File: config.mk
export PLATFORM = sky130hd
export DESIGN_NAME = rle_byte_decoder_flat
export DESIGN_NICKNAME = d
export VERILOG_FILES = /design/src/hw/rtl/rbd_pkg.sv /design/src/hw/rtl/rbd_if.sv /design/src/hw/rtl/rbd_front.sv /design/src/hw/rtl/rbd_cmd_queue.sv /design/src/hw/rtl/rbd_back.sv /design/src/hw/rtl/rle_byte_decoder.sv /design/src/flat_wrapper.sv
export SDC_FILE = /design/constraint.sdc
export NUM_CORES = 1
export LEC_CHECK = 0
export ABC_AREA = 1
export BUFFER_PORTS_ARGS = -buffer_cell sky130_fd_sc_hd__buf_2
export CORE_ASPECT_RATIO = 1.25
export CORE_MARGIN = 8
export CORE_UTILIZATION = 65
export CTS_CLUSTER_DIAMETER = 80
export DETAILED_ROUTE_END_ITERATION = 12
export PLACE_DENSITY = 0.85
export SYNTH_ARGS = -nofsm -noshare
export SYNTH_HDL_FRONTEND = slang
export SYNTH_SLANG_ARGS = --single-unit
File: constraint.sdc
create_clock -name clk -period 9.6 [get_ports clk]
set_input_delay 1.92 -clock clk [delete_from_list [all_inputs] [get_ports clk]]
set_output_delay 1.92 -clock clk [all_outputs]
set_load 0.01 [all_outputs]
File: src/hw/rtl/rbd_pkg.sv
// Shared constants and types of the run-length byte decoder.
package rbd_pkg;

	localparam int COUNT_BITS  = 6;
	localparam int LENGTH_BITS = 16;
	localparam int CFG_BITS    = 16;
	localparam int BYTE_BITS   = 8;

	// Header codes in bits 7..6 of a header byte.
	localparam logic [1:0] CODE_LITERAL = 2'b00;
	localparam logic [1:0] CODE_REPEAT  = 2'b01;
	localparam logic [1:0] CODE_ZEROS   = 2'b10;
	localparam logic [1:0] CODE_ONES    = 2'b11;

	localparam logic [BYTE_BITS-1:0] FILL_ZERO = 8'h00;
	localparam logic [BYTE_BITS-1:0] FILL_ONE  = 8'hFF;

	typedef enum logic [2:0] {
		PH_HEADER  = 3'b001,
		PH_LITERAL = 3'b010,
		PH_VALUE   = 3'b100
	} phase_t;

	// One unit of back-end work: emit value count times.
	typedef struct packed {
		logic [BYTE_BITS-1:0]  value;
		logic [COUNT_BITS-1:0] count;
		logic                  end_run;
	} cmd_t;

	typedef struct packed {
		logic push;
		cmd_t cmd;
	} push_t;

	typedef struct packed {
		logic empty;
		cmd_t head;
	} head_t;

endpackage

File: src/hw/rtl/rbd_if.sv
// Valid/ready channel interfaces for the compressed input and decoded output.
interface rbd_in_if;
	logic                           valid;
	logic                           ready;
	logic [rbd_pkg::BYTE_BITS-1:0] code_byte;

	modport source (output valid, output code_byte, input ready);
	modport sink (input valid, input code_byte, output ready);
endinterface

interface rbd_out_if;
	logic                           valid;
	logic                           ready;
	logic [rbd_pkg::BYTE_BITS-1:0] data_byte;
	logic                           run_last;
	logic                           block_done;
	logic                           overrun;

	modport source (output valid, output data_byte, output run_last, output block_done,
		output overrun, input ready);
	modport sink (input valid, input data_byte, input run_last, input block_done,
		input overrun, output ready);
endinterface

File: src/hw/rtl/rbd_front.sv
// Front end: accepts compressed bytes, tracks the header phase and issues emit commands.
module rbd_front (
	input  logic              clk,
	input  logic              arst_n,
	input  logic              cfg_we,
	rbd_in_if.sink            code,
	input  logic              q_full,
	output rbd_pkg::push_t    push
);

	rbd_pkg::phase_t                phase_q;
	logic [rbd_pkg::COUNT_BITS-1:0] run_left_q;
	rbd_pkg::phase_t                phase_d;
	logic [rbd_pkg::COUNT_BITS-1:0] run_left_d;
	logic [rbd_pkg::COUNT_BITS-1:0] lit_left;
	logic [rbd_pkg::COUNT_BITS-1:0] hdr_count;
	logic [1:0]                     hdr_code;
	logic                           accept;

	assign code.ready = !q_full;
	assign accept     = code.valid && code.ready;
	assign lit_left   = run_left_q - rbd_pkg::COUNT_BITS'(1);
	assign hdr_count  = code.code_byte[rbd_pkg::COUNT_BITS-1:0];
	assign hdr_code   = code.code_byte[7:6];

	always_comb begin
		phase_d              = phase_q;
		run_left_d           = run_left_q;
		push.push            = 1'b0;
		push.cmd.value       = code.code_byte;
		push.cmd.count       = rbd_pkg::COUNT_BITS'(1);
		push.cmd.end_run     = 1'b1;
		unique case (phase_q)
			rbd_pkg::PH_LITERAL: begin
				run_left_d       = lit_left;
				push.push        = accept;
				push.cmd.end_run = (lit_left == '0);
				if (lit_left == '0) begin
					phase_d = rbd_pkg::PH_HEADER;
				end
			end
			rbd_pkg::PH_VALUE: begin
				run_left_d     = '0;
				phase_d        = rbd_pkg::PH_HEADER;
				push.cmd.count = run_left_q;
				push.push      = accept && (run_left_q != '0);
			end
			default: begin
				phase_d        = rbd_pkg::PH_HEADER;
				push.cmd.count = hdr_count;
				unique case (hdr_code)
					rbd_pkg::CODE_LITERAL: begin
						run_left_d = hdr_count;
						if (hdr_count != '0) begin
							phase_d = rbd_pkg::PH_LITERAL;
						end
					end
					rbd_pkg::CODE_REPEAT: begin
						run_left_d = hdr_count;
						phase_d    = rbd_pkg::PH_VALUE;
					end
					rbd_pkg::CODE_ZEROS: begin
						run_left_d     = '0;
						push.cmd.value = rbd_pkg::FILL_ZERO;
						push.push      = accept && (hdr_count != '0);
					end
					default: begin
						run_left_d     = '0;
						push.cmd.value = rbd_pkg::FILL_ONE;
						push.push      = accept && (hdr_count != '0);
					end
				endcase
			end
		endcase
	end

	always_ff @(posedge clk or negedge arst_n) begin
		if (!arst_n) begin
			phase_q    <= rbd_pkg::PH_HEADER;
			run_left_q <= '0;
		end else if (cfg_we) begin
			phase_q    <= rbd_pkg::PH_HEADER;
			run_left_q <= '0;
		end else if (accept) begin
			phase_q    <= phase_d;
			run_left_q <= run_left_d;
		end
	end

`ifndef SYNTH
	a_no_push_when_full: assert property (@(posedge clk) disable iff (!arst_n)
		q_full |-> !push.push)
		else $error("command pushed into a full queue");
	a_literal_has_count: assert property (@(posedge clk) disable iff (!arst_n)
		(phase_q == rbd_pkg::PH_LITERAL) |-> (run_left_q != '0))
		else $error("literal phase with no literals left");
	a_push_nonzero: assert property (@(posedge clk) disable iff (!arst_n)
		push.push |-> (push.cmd.count != '0))
		else $error("empty command pushed");
`endif

endmodule

File: src/hw/rtl/rbd_cmd_queue.sv
// Two-entry command queue between the front end and the emitter.
module rbd_cmd_queue (
	input  logic              clk,
	input  logic              arst_n,
	input  rbd_pkg::push_t    push,
	input  logic              pop,
	output logic              full,
	output rbd_pkg::head_t    head
);

	rbd_pkg::cmd_t head_q;
	rbd_pkg::cmd_t tail_q;
	logic [1:0]    count_q;

	assign full       = (count_q == 2'd2);
	assign head.empty = (count_q == 2'd0);
	assign head.head  = head_q;

	always_ff @(posedge clk or negedge arst_n) begin
		if (!arst_n) begin
			count_q <= 2'd0;
		end else begin
			priority if (push.push && pop) begin
				count_q <= count_q;
			end else if (push.push) begin
				count_q <= count_q + 2'd1;
			end else if (pop) begin
				count_q <= count_q - 2'd1;
			end else begin
				count_q <= count_q;
			end
		end
	end

	// The head entry always holds the oldest command; the tail only backs it up.
	always_ff @(posedge clk) begin
		if (push.push && pop) begin
			if (count_q == 2'd2) begin
				head_q <= tail_q;
				tail_q <= push.cmd;
			end else begin
				head_q <= push.cmd;
			end
		end else if (push.push) begin
			if (count_q == 2'd0) begin
				head_q <= push.cmd;
			end else begin
				tail_q <= push.cmd;
			end
		end else if (pop && count_q == 2'd2) begin
			head_q <= tail_q;
		end
	end

`ifndef SYNTH
	a_count_range: assert property (@(posedge clk) disable iff (!arst_n)
		count_q != 2'd3)
		else $error("queue count out of range");
	a_no_pop_empty: assert property (@(posedge clk) disable iff (!arst_n)
		pop |-> !head.empty)
		else $error("pop from an empty queue");
	a_push_grows: assert property (@(posedge clk) disable iff (!arst_n)
		(push.push && !pop) |=> (count_q == $past(count_q) + 2'd1))
		else $error("push without pop did not grow the queue");
`endif

endmodule

File: src/hw/rtl/rbd_back.sv
// Back end: expands commands into output bytes and keeps the block byte count.
module rbd_back (
	input  logic                         clk,
	input  logic                         arst_n,
	input  logic                         cfg_we,
	input  logic [rbd_pkg::CFG_BITS-1:0] cfg_wdata,
	input  rbd_pkg::head_t               head,
	output logic                         pop,
	rbd_out_if.source                    data
);

	logic [rbd_pkg::CFG_BITS-1:0]    block_len_q;
	logic [rbd_pkg::LENGTH_BITS-1:0] bytes_left_q;
	logic                            busy_q;
	logic [rbd_pkg::BYTE_BITS-1:0]   cur_value_q;
	logic [rbd_pkg::COUNT_BITS-1:0]  cur_left_q;
	logic                            cur_end_q;
	logic                            out_valid_q;
	logic [rbd_pkg::BYTE_BITS-1:0]   out_data_q;
	logic                            out_last_q;
	logic                            out_done_q;
	logic                            out_over_q;

	logic                            emit;
	logic                            last;
	logic                            over;
	logic                            done;
	logic [rbd_pkg::LENGTH_BITS-1:0] left_dec;

	assign pop      = !busy_q && !head.empty;
	assign emit     = busy_q && (!out_valid_q || data.ready);
	assign last     = (cur_left_q == rbd_pkg::COUNT_BITS'(1));
	assign over     = (bytes_left_q == '0);
	assign left_dec = over ? bytes_left_q : bytes_left_q - rbd_pkg::LENGTH_BITS'(1);
	assign done     = last && cur_end_q && (left_dec == '0);

	assign data.valid      = out_valid_q;
	assign data.data_byte  = out_data_q;
	assign data.run_last   = out_last_q;
	assign data.block_done = out_done_q;
	assign data.overrun    = out_over_q;

	always_ff @(posedge clk or negedge arst_n) begin
		if (!arst_n) begin
			block_len_q  <= '0;
			bytes_left_q <= '0;
			busy_q       <= 1'b0;
			out_valid_q  <= 1'b0;
		end else begin
			if (cfg_we) begin
				block_len_q  <= cfg_wdata;
				bytes_left_q <= cfg_wdata[rbd_pkg::LENGTH_BITS-1:0];
			end else if (emit) begin
				bytes_left_q <= done ? block_len_q[rbd_pkg::LENGTH_BITS-1:0] : left_dec;
			end
			if (pop) begin
				busy_q <= 1'b1;
			end else if (emit && last) begin
				busy_q <= 1'b0;
			end
			if (emit) begin
				out_valid_q <= 1'b1;
			end else if (data.ready) begin
				out_valid_q <= 1'b0;
			end
		end
	end

	always_ff @(posedge clk) begin
		if (pop) begin
			cur_value_q <= head.head.value;
			cur_left_q  <= head.head.count;
			cur_end_q   <= head.head.end_run;
		end else if (emit) begin
			cur_left_q <= cur_left_q - rbd_pkg::COUNT_BITS'(1);
		end
		if (emit) begin
			out_data_q <= cur_value_q;
			out_last_q <= last;
			out_done_q <= done;
			out_over_q <= over;
		end
	end

`ifndef SYNTH
	a_busy_has_bytes: assert property (@(posedge clk) disable iff (!arst_n)
		busy_q |-> (cur_left_q != '0))
		else $error("emitter busy with nothing left to emit");
	a_overrun_matches: assert property (@(posedge clk) disable iff (!arst_n)
		emit |=> (data.overrun == $past(bytes_left_q == '0)))
		else $error("overrun flag disagrees with the block count");
	a_done_is_last: assert property (@(posedge clk) disable iff (!arst_n)
		data.valid |-> (!data.block_done || data.run_last))
		else $error("block end flagged on a byte that does not end a run");
	a_done_reloads: assert property (@(posedge clk) disable iff (!arst_n)
		(emit && done && !cfg_we) |=> (bytes_left_q == $past(block_len_q[rbd_pkg::LENGTH_BITS-1:0])))
		else $error("block count not reloaded at block end");
`endif

endmodule

File: src/hw/rtl/rle_byte_decoder.sv
// Top level of the run-length byte decoder.
//
//   Channel    Direction  Transaction carries
//   code       in         code_byte: one compressed byte
//   data       out        data_byte, run_last, block_done, overrun
//   cfg_we     in         cfg_wdata: block length, written without handshake
//
// A compressed byte is taken whenever the two-entry command queue has room.
// The emitter produces one decoded byte per cycle while the output is taken, and loading
// the next command is a separate step between runs in which no byte is emitted.
// The input stalls once the queue fills behind it.
// The output register lets a new byte be produced in the cycle the previous one is taken.
// Reset (arst_n low) returns the decoder to expect a header with a block length of zero.
// A block length write also restarts the block and the header phase.
module rle_byte_decoder (
	input  logic                         clk,
	input  logic                         arst_n,
	input  logic                         cfg_we,
	input  logic [rbd_pkg::CFG_BITS-1:0] cfg_wdata,
	rbd_in_if.sink                       code,
	rbd_out_if.source                    data
);

	rbd_pkg::push_t push;
	rbd_pkg::head_t head;
	logic           q_full;
	logic           pop;

	rbd_front u_front (
		.clk    (clk),
		.arst_n (arst_n),
		.cfg_we (cfg_we),
		.code   (code),
		.q_full (q_full),
		.push   (push)
	);

	rbd_cmd_queue u_queue (
		.clk    (clk),
		.arst_n (arst_n),
		.push   (push),
		.pop    (pop),
		.full   (q_full),
		.head   (head)
	);

	rbd_back u_back (
		.clk       (clk),
		.arst_n    (arst_n),
		.cfg_we    (cfg_we),
		.cfg_wdata (cfg_wdata),
		.head      (head),
		.pop       (pop),
		.data      (data)
	);

endmodule
File: src/flat_wrapper.sv
// flat-port wrapper written by rule: the top's interface ports become plain ports
module rle_byte_decoder_flat 
  (clk, arst_n, cfg_we, cfg_wdata, code_valid, code_code_byte, code_ready, data_valid, data_data_byte, data_run_last, data_block_done, data_overrun, data_ready);
  rbd_in_if code_i ();
  rbd_out_if data_i ();
  input  logic clk;
  input  logic arst_n;
  input  logic cfg_we;
  input  logic [rbd_pkg::CFG_BITS-1:0] cfg_wdata;
  input wire logic [$bits(code_i.valid)-1:0] code_valid;
  input wire logic [$bits(code_i.code_byte)-1:0] code_code_byte;
  output wire logic [$bits(code_i.ready)-1:0] code_ready;
  output wire logic [$bits(data_i.valid)-1:0] data_valid;
  output wire logic [$bits(data_i.data_byte)-1:0] data_data_byte;
  output wire logic [$bits(data_i.run_last)-1:0] data_run_last;
  output wire logic [$bits(data_i.block_done)-1:0] data_block_done;
  output wire logic [$bits(data_i.overrun)-1:0] data_overrun;
  input wire logic [$bits(data_i.ready)-1:0] data_ready;
  assign code_i.valid = code_valid;
  assign code_i.code_byte = code_code_byte;
  assign code_ready = code_i.ready;
  assign data_valid = data_i.valid;
  assign data_data_byte = data_i.data_byte;
  assign data_run_last = data_i.run_last;
  assign data_block_done = data_i.block_done;
  assign data_overrun = data_i.overrun;
  assign data_i.ready = data_ready;
  rle_byte_decoder u_core (.clk(clk), .arst_n(arst_n), .cfg_we(cfg_we), .cfg_wdata(cfg_wdata), .code(code_i), .data(data_i));
endmodule
# == Word level (Yosys, flattened, before mapping) ==
# Cells that the tools add are included.
# totals
romBits,0
wordCells,108
latch_bits,0
mem_bits_rw,0
memories,0
regBits,101
input_bits,29
# op_classes
magnitude_cmp,0
mux,36
bitwise,1
multipliers,0
addsub,5
n_eq_ne,10
shift,0
reduce_logical,36
n_div,0
# ops
operator,n
15-bit two-way mux,9
16-bit two-way mux,4
16-bit logical NOT,2
6-bit two-way mux,5
6-bit one-hot mux with 2 select lines,2
9-bit one-hot mux with 2 select lines,1
"16-bit by 1-bit subtractor with 16-bit output, second input constant",1
2-bit nonzero test,7
3-bit one-hot mux with 2 select lines,2
6-bit nonzero test,2
"6-bit by 1-bit subtractor with 6-bit output, second input constant",2
1-bit logical AND,10
3-bit two-way mux,3
8-bit two-way mux,1
"6-bit by 1-bit == test with 1-bit output, second input constant",1
6-bit logical NOT,1
2-bit two-way mux,3
2-bit AND reduction,3
1-bit two-way mux,5
"2-bit == test, second input constant",2
1-bit logical NOT,4
2-bit logical NOT,2
"2-bit by 1-bit inequality test with 1-bit output, second input constant",2
2-bit OR reduction,2
other kinds (12),12

# == Depth between registers and ports, before layout ==
# Gate-level depths: netlist of the first run.
# logic_depth
depth_word,9
depth_mapped,15
ltp_nobuf,14

# == Cells and area by module ==
# Synthesis of the first run repeated with hierarchy kept, for this count alone.
# hier_totals
cells_unflattened,725
area_unflattened_um2,5934.4
# modules_own_cells
mod,area_per_inst_um2,cells_each,instances
rbd_back,3377.0,410,1
rbd_cmd_queue,1661.6,184,1
rbd_front,895.9,131,1

# == Worst setup path before layout of the first run ==
# Ideal clock, no wire load.
# synth_timing
path_type,in2reg
startpoint,input code_code_byte[7]
endpoint,"register u_core.u_queue.head_q, in the netlist u_core.u_queue.head[0], enable pin"
cell_stages,12
n_path_buf,3
setup_time_ps,396
path_slack_ps,5022
t_arrival_ps,4181
cell_sequence,inv_1 nor2_2 nand2_1 nand3_1 nand2_1 inv_1 buf_2 ha_1 clkbuf_1 inv_1 clkbuf_1 a31oi_1
# synth_via
elab_chain_cells,7
# synth_lines
item,line_no,text
from (decl),flat_wrapper.sv:11,input wire logic [$bits(code_i.code_byte)-1:0] code_code_byte;
2-bit by 1-bit == test with 1-bit output / 2-bit logical NOT (equally long branches),rbd_front.sv:51,unique case (hdr_code)
2-bit OR reduction (no line),-,
9-bit one-hot mux with 2 select lines (*),rbd_front.sv:51,
1-bit one-hot mux with 2 select lines (*),rbd_front.sv:33,unique case (phase_q)
1-bit logical AND,rbd_cmd_queue.sv:37,if (push.push && pop) begin
3-bit by 2-bit inequality test with 1-bit output (no line) / 3-bit nonzero test (equally long branches),-,
2-bit AND reduction (no line) (*),-,
to (signal assigned),rbd_cmd_queue.sv:39,head_q <= tail_q;
to (signal assigned),rbd_cmd_queue.sv:42,head_q <= push.cmd;
to (signal assigned),rbd_cmd_queue.sv:46,head_q <= push.cmd;
to (decl),rbd_cmd_queue.sv:11,rbd_pkg::cmd_t head_q;
# Mark *: on every way between the ends. The rest lies on a longest branch, timed or not.
# A chain may end at the register's enable or synchronous reset.

# == Final worst setup path of the first run ==
# layout_timing
startpoint,input code_code_byte[7]
endpoint,"register u_core.u_queue.head_q, in the netlist u_core.u_queue.head[1], enable pin"
# The elaborated chain is that of the path after synthesis.

==> results of run 1 <==
-- routing by layer --
| metal | track usage [%] | wire length, µm | vias up |
|---|---|---|---|
| met5 | 0 | 0 | - |
| met4 | 8.262 | 278 | 0 |
| met3 | 4.815 | 742 | 23 |
| met2 | 37.07 | 6317 | 164 |
| met1 | 27.44 | 5194 | 2127 |
| li1 | - | - | 2212 |
-- report_power, final --
group	total (mW)	internal, mW	switching [mW]
registers	0.561	0.525	0.0361
clock network	0.289	0.133	0.156
logic	0.259	0.0835	0.175
-- flip-flops by register name (all words and copies together), names as in the netlist --
name and cells:
u_core.u_back.cur_value_q 8, u_core.u_back.data.valid 1, u_core.u_back.data.data_byte 8, u_core.u_back.block_len_q 16, u_core.u_back.data.overrun 1, u_core.u_front.run_left_q 6
u_core.u_back.data.block_done 1, u_core.u_queue.tail_q 15, u_core.u_front.phase_q 3, u_core.u_queue.count_q 2, u_core.u_queue.head 15, u_core.u_back.busy_q 1
u_core.u_back.cur_end_q 1, u_core.u_back.bytes_left_q 16, u_core.u_back.data.run_last 1, u_core.u_back.cur_left_q 6
-- how the worst max path moves through the flow --
| stage | endpoint | startpoint | cells after the start | slack (ns) |
|---|---|---|---|---|
| floorplan | u_core.u_queue.head[0] | code_code_byte[7] | 12 | 5.02 |
| global placement | u_core.u_queue.head[1] | code_code_byte[7] | 11 | 4.65 |
| detailed placement | u_core.u_queue.head[2] | code_code_byte[7] | 11 | 4.55 |
| CTS | u_core.u_queue.head[7] | code_code_byte[7] | 11 | 4.98 |
| global route | u_core.u_queue.head[10] | code_code_byte[7] | 11 | 4.56 |
| finish | u_core.u_queue.head[1] | code_code_byte[7] | 11 | 4.91 |
-- layout make-up --
| type | instances | area [µm²] |
|---|---|---|
| clock inverter | 6 | 77.57 |
| clock buffer | 10 | 137.6 |
| multi-input combinational | 441 | 2188 |
| timing repair buffer | 46 | 242.7 |
| fill | 655 | 2286 |
| tap | 97 | 121.4 |
| inverter | 76 | 285.3 |
| sequential | 101 | 2809 |
-- worst max-delay path, cell delays in order --
cell and delay [ns]:
buf_2 0.12, inv_1 0.11, nor2_2 0.24, nand2_1 0.09
nand3_1 0.08, nand2_1 0.35, inv_1 0.49, ha_1 0.56
inv_1 0.33, a31oi_1 0.21, buf_4 0.26
-- metrics by stage --
| step | worst slack, ns | hold WS [ns] | utilization [%] | area (µm²) | power, mW |
|---|---|---|---|---|---|
| after floorplan | 5.022 | 0.4003 | - | 5386 | 0.7464 |
| after global placement | 4.652 | 0.4023 | 69.30 | 5647 | 0.8143 |
| after detailed placement | 4.546 | 0.4052 | 69.30 | 5647 | 0.8250 |
| after CTS | 4.979 | 0.4276 | 71.94 | 5862 | 1.110 |
| after global routing | 4.557 | 0.4286 | 71.94 | 5862 | 1.172 |
| final | 4.906 | 0.4286 | 71.94 | 5862 | 1.109 |
-- cell usage after synthesis, types with 3 or more instances --
library cell	instances
nand2_1	123
inv_1	74
nor2_1	73
o21ai_0	69
edfxtp_1	56
nand3_1	51
dfrtp_1	44
a21oi_1	41
o22ai_1	22
clkbuf_1	18
nor2_2	9
xor2_1	9
ha_1	7
buf_2	5
nand3b_1	5
a31oi_1	4
nor2_4	4
xnor2_1	4
nor3_1	3
-- cell families (layout without fill, tap and decap cells) --
kind of cell	Yosys count	after routing	synth area share [%]
adder cells (fa/ha/maj)	7	7	1.626
AND/OR/NAND/NOR	277	277	22.55
XOR/XNOR	13	13	2.114
flip-flops	101	101	52.15
buffers and inverters	100	138	7.224
AO/OA/AOI/OAI	144	144	14.33
==> metrics.yaml, run 1 <==
holdCritPathClass: "reg -> reg"
cp-start-kind: "input port"
worstSetupPathType: "in -> reg"
hold_path.startpoint: "u_core.u_queue.head[10]"
syn2layout_area_growth_pct: 8.827
core_um2: 8148
end_kind: "register"
antenna_found_initial: 0
yosysSeqAreaShare_pct: 52.15
drt-vias-per-instance: 5.825
max_cap_viol_count: 0
r2r-start: "u_core.u_front.phase_q[0]"
cts_buffers: 9
worst_pin_slew_ns: 0.9932
chipWidth_um: 97.42
finalWeightedCongestion: 0.9216
drcViolationCount: 0
fin_nets: 711
die_h_um: 117.8
port_buffers: 41
synth_area_leader_cell: "edfxtp_1"
synth_warnings: 0
finalHoldViolCount: 0
async_flop_share_pct: 44.55
status: "completed"
irDropWorstVdd_uv: 130.2
post_cts_buffers: 0
ant_nets: 0
ys.flop_type: "edfxtp_1"
dp_hpwl_um: 9037
num_antenna_cells: 0
drt-pass1-iter-count: 5
critPathRequiredTime_ns: 9.68
setup_viol: 0
mostFrequentLayoutCells: "nand2_1, inv_1, nor2_1"
fin_cells: 777
mostFrequentLayoutCell: "nand2_1"
fin_skew_ns: 0.007465
grt_max_degree: 54
whs_endpoint: "u_core.u_back.cur_value_q[3]"
clk_pin_slew_ns: 0.10
initial_core_util_pct: 66.11
power.leakage_nw: 2.603
pin_count: 42
tns_ns: 0
syn_avg_cell_area_um2: 8.390
grt_remaining_overflow: 0
syn_inst: 642
arrival_ns: 4.77
drtIter0Drc: 317
ys_types: 35
cts_resized: 0
rsz0062_at_grt: "false"
fp-row-count: 37
relSlewSlack_pct: 33.78
dr_total_vias: 4526
r2r_end: "u_core.u_queue.head[1]"
r2r_setup_slack_ns: 5.36
root_buffer: "clkbuf_8"
first_global_vias: 4409
dp_cells: 761
synth_area_um2: 5386
slew_viol_final: 0
max_freq_mhz: 213.0
reg2reg_depth: 12
hold-path-cell-count: 0
synth.top_cells.by_area: "edfxtp_1, dfrtp_1, nand2_1"
ctsHoldBuffers: 0
ys_ff_latch: 101
insertion_delay_ns: 0.37
grt_usage_pct: 22.21
cts_tree: "done"
min_period_over_period_pct: 48.90
die-area_um2: 11470
syn_nets: 678
cts.sinks: 101
htreeDepth: 3
grt_pass1_wl_um: 21100
wl_per_cell_um: 16.13
drt_wl_total_um: 12530
powerDensity_nw_per_um2: 189.2
period_needed_ns: 4.694
crit_fanout: 21
cts_buffer_depth: 2
synth_edf_count: 56
yosysTopAreaCellShare_pct: 31.22
drive_gt1_share_pct: 12.06
Power figures use the tool's default switching activity.
==> run 2, diff against run 1 <==
- CORE_UTILIZATION: 65 -> 54
- PLACE_DENSITY: 0.85 -> 0.76
- clock period: 9.6 -> 4.25 ns (I/O delays scaled with it)
==> metrics.yaml, run 2 (synthesis results as in run 1) <==
highest_layer: "met4"
finalWeightedCongestion: 0.9054
holdCritPathClass: "reg -> reg"
pin_count: 42
drcViolationCount: 0
num_antenna_cells: 0
powerDensity_nw_per_um2: 442.1
cts_buffers: 9
grt_remaining_overflow: 0
internal-power_mw: 1.800
cts_buffer_depth: 2
ctsHoldBuffers: 0
post-route-cell-area_um2: 6002
setup_viol: 0
clk_pin_slew_ns: 0.07
drt-pass1-iter-count: 5
wl_per_cell_um: 15.05
post_cts_buffers: 0
worstSetupPathType: "reg -> reg"
power.leakage_nw: 2.659
crit_buf_inv: 5
drt-vias-per-instance: 5.549
port_buffers: 41
place_ws_ns: 0.6268
arrival_ns: 3.55
end_kind: "register"
cts_tree: "done"
crit_family: "buffers and inverters"
critPathRequiredTime_ns: 4.30
fin_skew_ns: 0.006815
grt_max_degree: 46
setup_ws_ns: 0.7440
drive_gt1_share_pct: 12.43
fp-row-count: 40
multi_input_area_um2: 2188
power_frac_comb_pct: 22.2
chipWidth_um: 105.3
mostFrequentLayoutCells: "nand2_1, inv_1, nor2_1"
fin_nets: 715
insertion_delay_ns: 0.35
slew_viol_final: 0
finalHoldViolCount: 0
crit_fanout: 21
tns_ns: 0
drt_wl_total_um: 12190
irDropWorstVdd_uv: 251.4
m1WireLength_um: 5593
ant_nets: 0
crit_chain: "inv_1 > nand3_1 > nand2_1 > nor2_2 > nand2_1 > nand3_1 > nand2_1 > buf_4 > inv_1 > ha_1 > inv_1 > a31oi_1 > buf_4"
max_freq_mhz: 285.2
max_cap_viol_count: 0
wl_met2_um: 5689
total_power_mw: 2.654
antenna_found_initial: 0
die_h_um: 127.7
period_needed_ns: 3.506
status: "completed"
clkPwrFrac_pct: 30.2
ff_latch_area_um2: 2809
cts_resized: 0
wl_met3_um: 687
relSlewSlack_pct: 31.11
cts.sinks: 101
reg.largest.list: "u_core.u_back.block_len_q: 16 flops, u_core.u_back.bytes_left_q: 16 flops"
dr_total_vias: 4495
power.share.sequential_pct: 47.7
p_switching_mw: 0.8538
dp_hpwl_um: 8831
first_global_vias: 4194
placed_cell_area_um2: 5713
initial_core_util_pct: 55.76
root_buffer: "clkbuf_16"
cp_slowest_cell: "ha_1"
max_stage_delay_ns: 0.55
rsz0062_at_grt: "false"
syn2layout_area_growth_pct: 11.43
grt_pass1_wl_um: 20080
htreeDepth: 3
core_um2: 9659
die-area_um2: 13450
cp-start-kind: "register"
fin_cells: 810
drtIter0Drc: 324
dp_cells: 794
swShare_pct: 32.17
fillers: 835
worst_pin_slew_ns: 1.033
min_period_over_period_pct: 82.49
grt_usage_pct: 18.43
mostFrequentLayoutCell: "nand2_1"
==> run 2: worst register-to-register path, delay by kind of cell (launching register included) <==
| kind | cells | cell delay [ns] |
|---|---|---|
| buf+inv | 5 | 1.13 |
| simple gates | 6 | 0.78 |
| fa+ha+maj | 1 | 0.55 |
| flops | 1 | 0.53 |
| compound gates | 1 | 0.21 |
==> run 2: worst paths after layout <==
path	cells past startpoint	end	slack, ns	startpoint
worst max-delay path	13	u_core.u_queue.head[6]	0.74	u_core.u_front.phase_q[0]
worst min-delay path	0	u_core.u_back.data.data_byte[4]	0.43	u_core.u_back.cur_value_q[4]
worst max register to register	13	u_core.u_queue.head[6]	0.74	u_core.u_front.phase_q[0]
worst min register to register	0	u_core.u_back.data.data_byte[4]	0.43	u_core.u_back.cur_value_q[4]
max in group asynchronous	1	u_core.u_back.bytes_left_q[4]	2.92	arst_n
min in group asynchronous	1	u_core.u_back.block_len_q[13]	0.69	arst_n
==> run 2: cell type report <==
type / instances / area share (%)
sequential: 101 / 46.80
multi-input combinational: 441 / 36.46
inverter: 76 / 4.753
timing repair buffer: 50 / 4.545
clock buffer: 9 / 3.752
tap: 126 / 2.627
clock inverter: 7 / 1.063
==> run 2: power groups by stage <==
stage	logic [mW]	clock network, mW	registers, mW
4_1_cts	0.586	0.814	1.26
3_3_place_gp	0.564	0	1.28
5_1_grt	0.659	0.848	1.28
6_report	0.589	0.801	1.26
2_1_floorplan	0.421	0	1.27
3_5_place_dp	0.582	0	1.28
==> run 2: per-stage QoR <==
stage	util [%]	hold slack (ns)
6_report	62.14	0.4268
3_3_place_gp	59.15	0.4022
5_1_grt	62.14	0.4363
4_1_cts	62.14	0.4296
2_1_floorplan	-	0.4003
3_5_place_dp	59.15	0.4045
==> run 2: routing by layer <==
metal  vias up  global-route usage, %
li1       2222                      -
met1      2088                  24.01
met2       167                  29.68
met3        18                  3.119
met4         0                  7.660
met5         -                      0
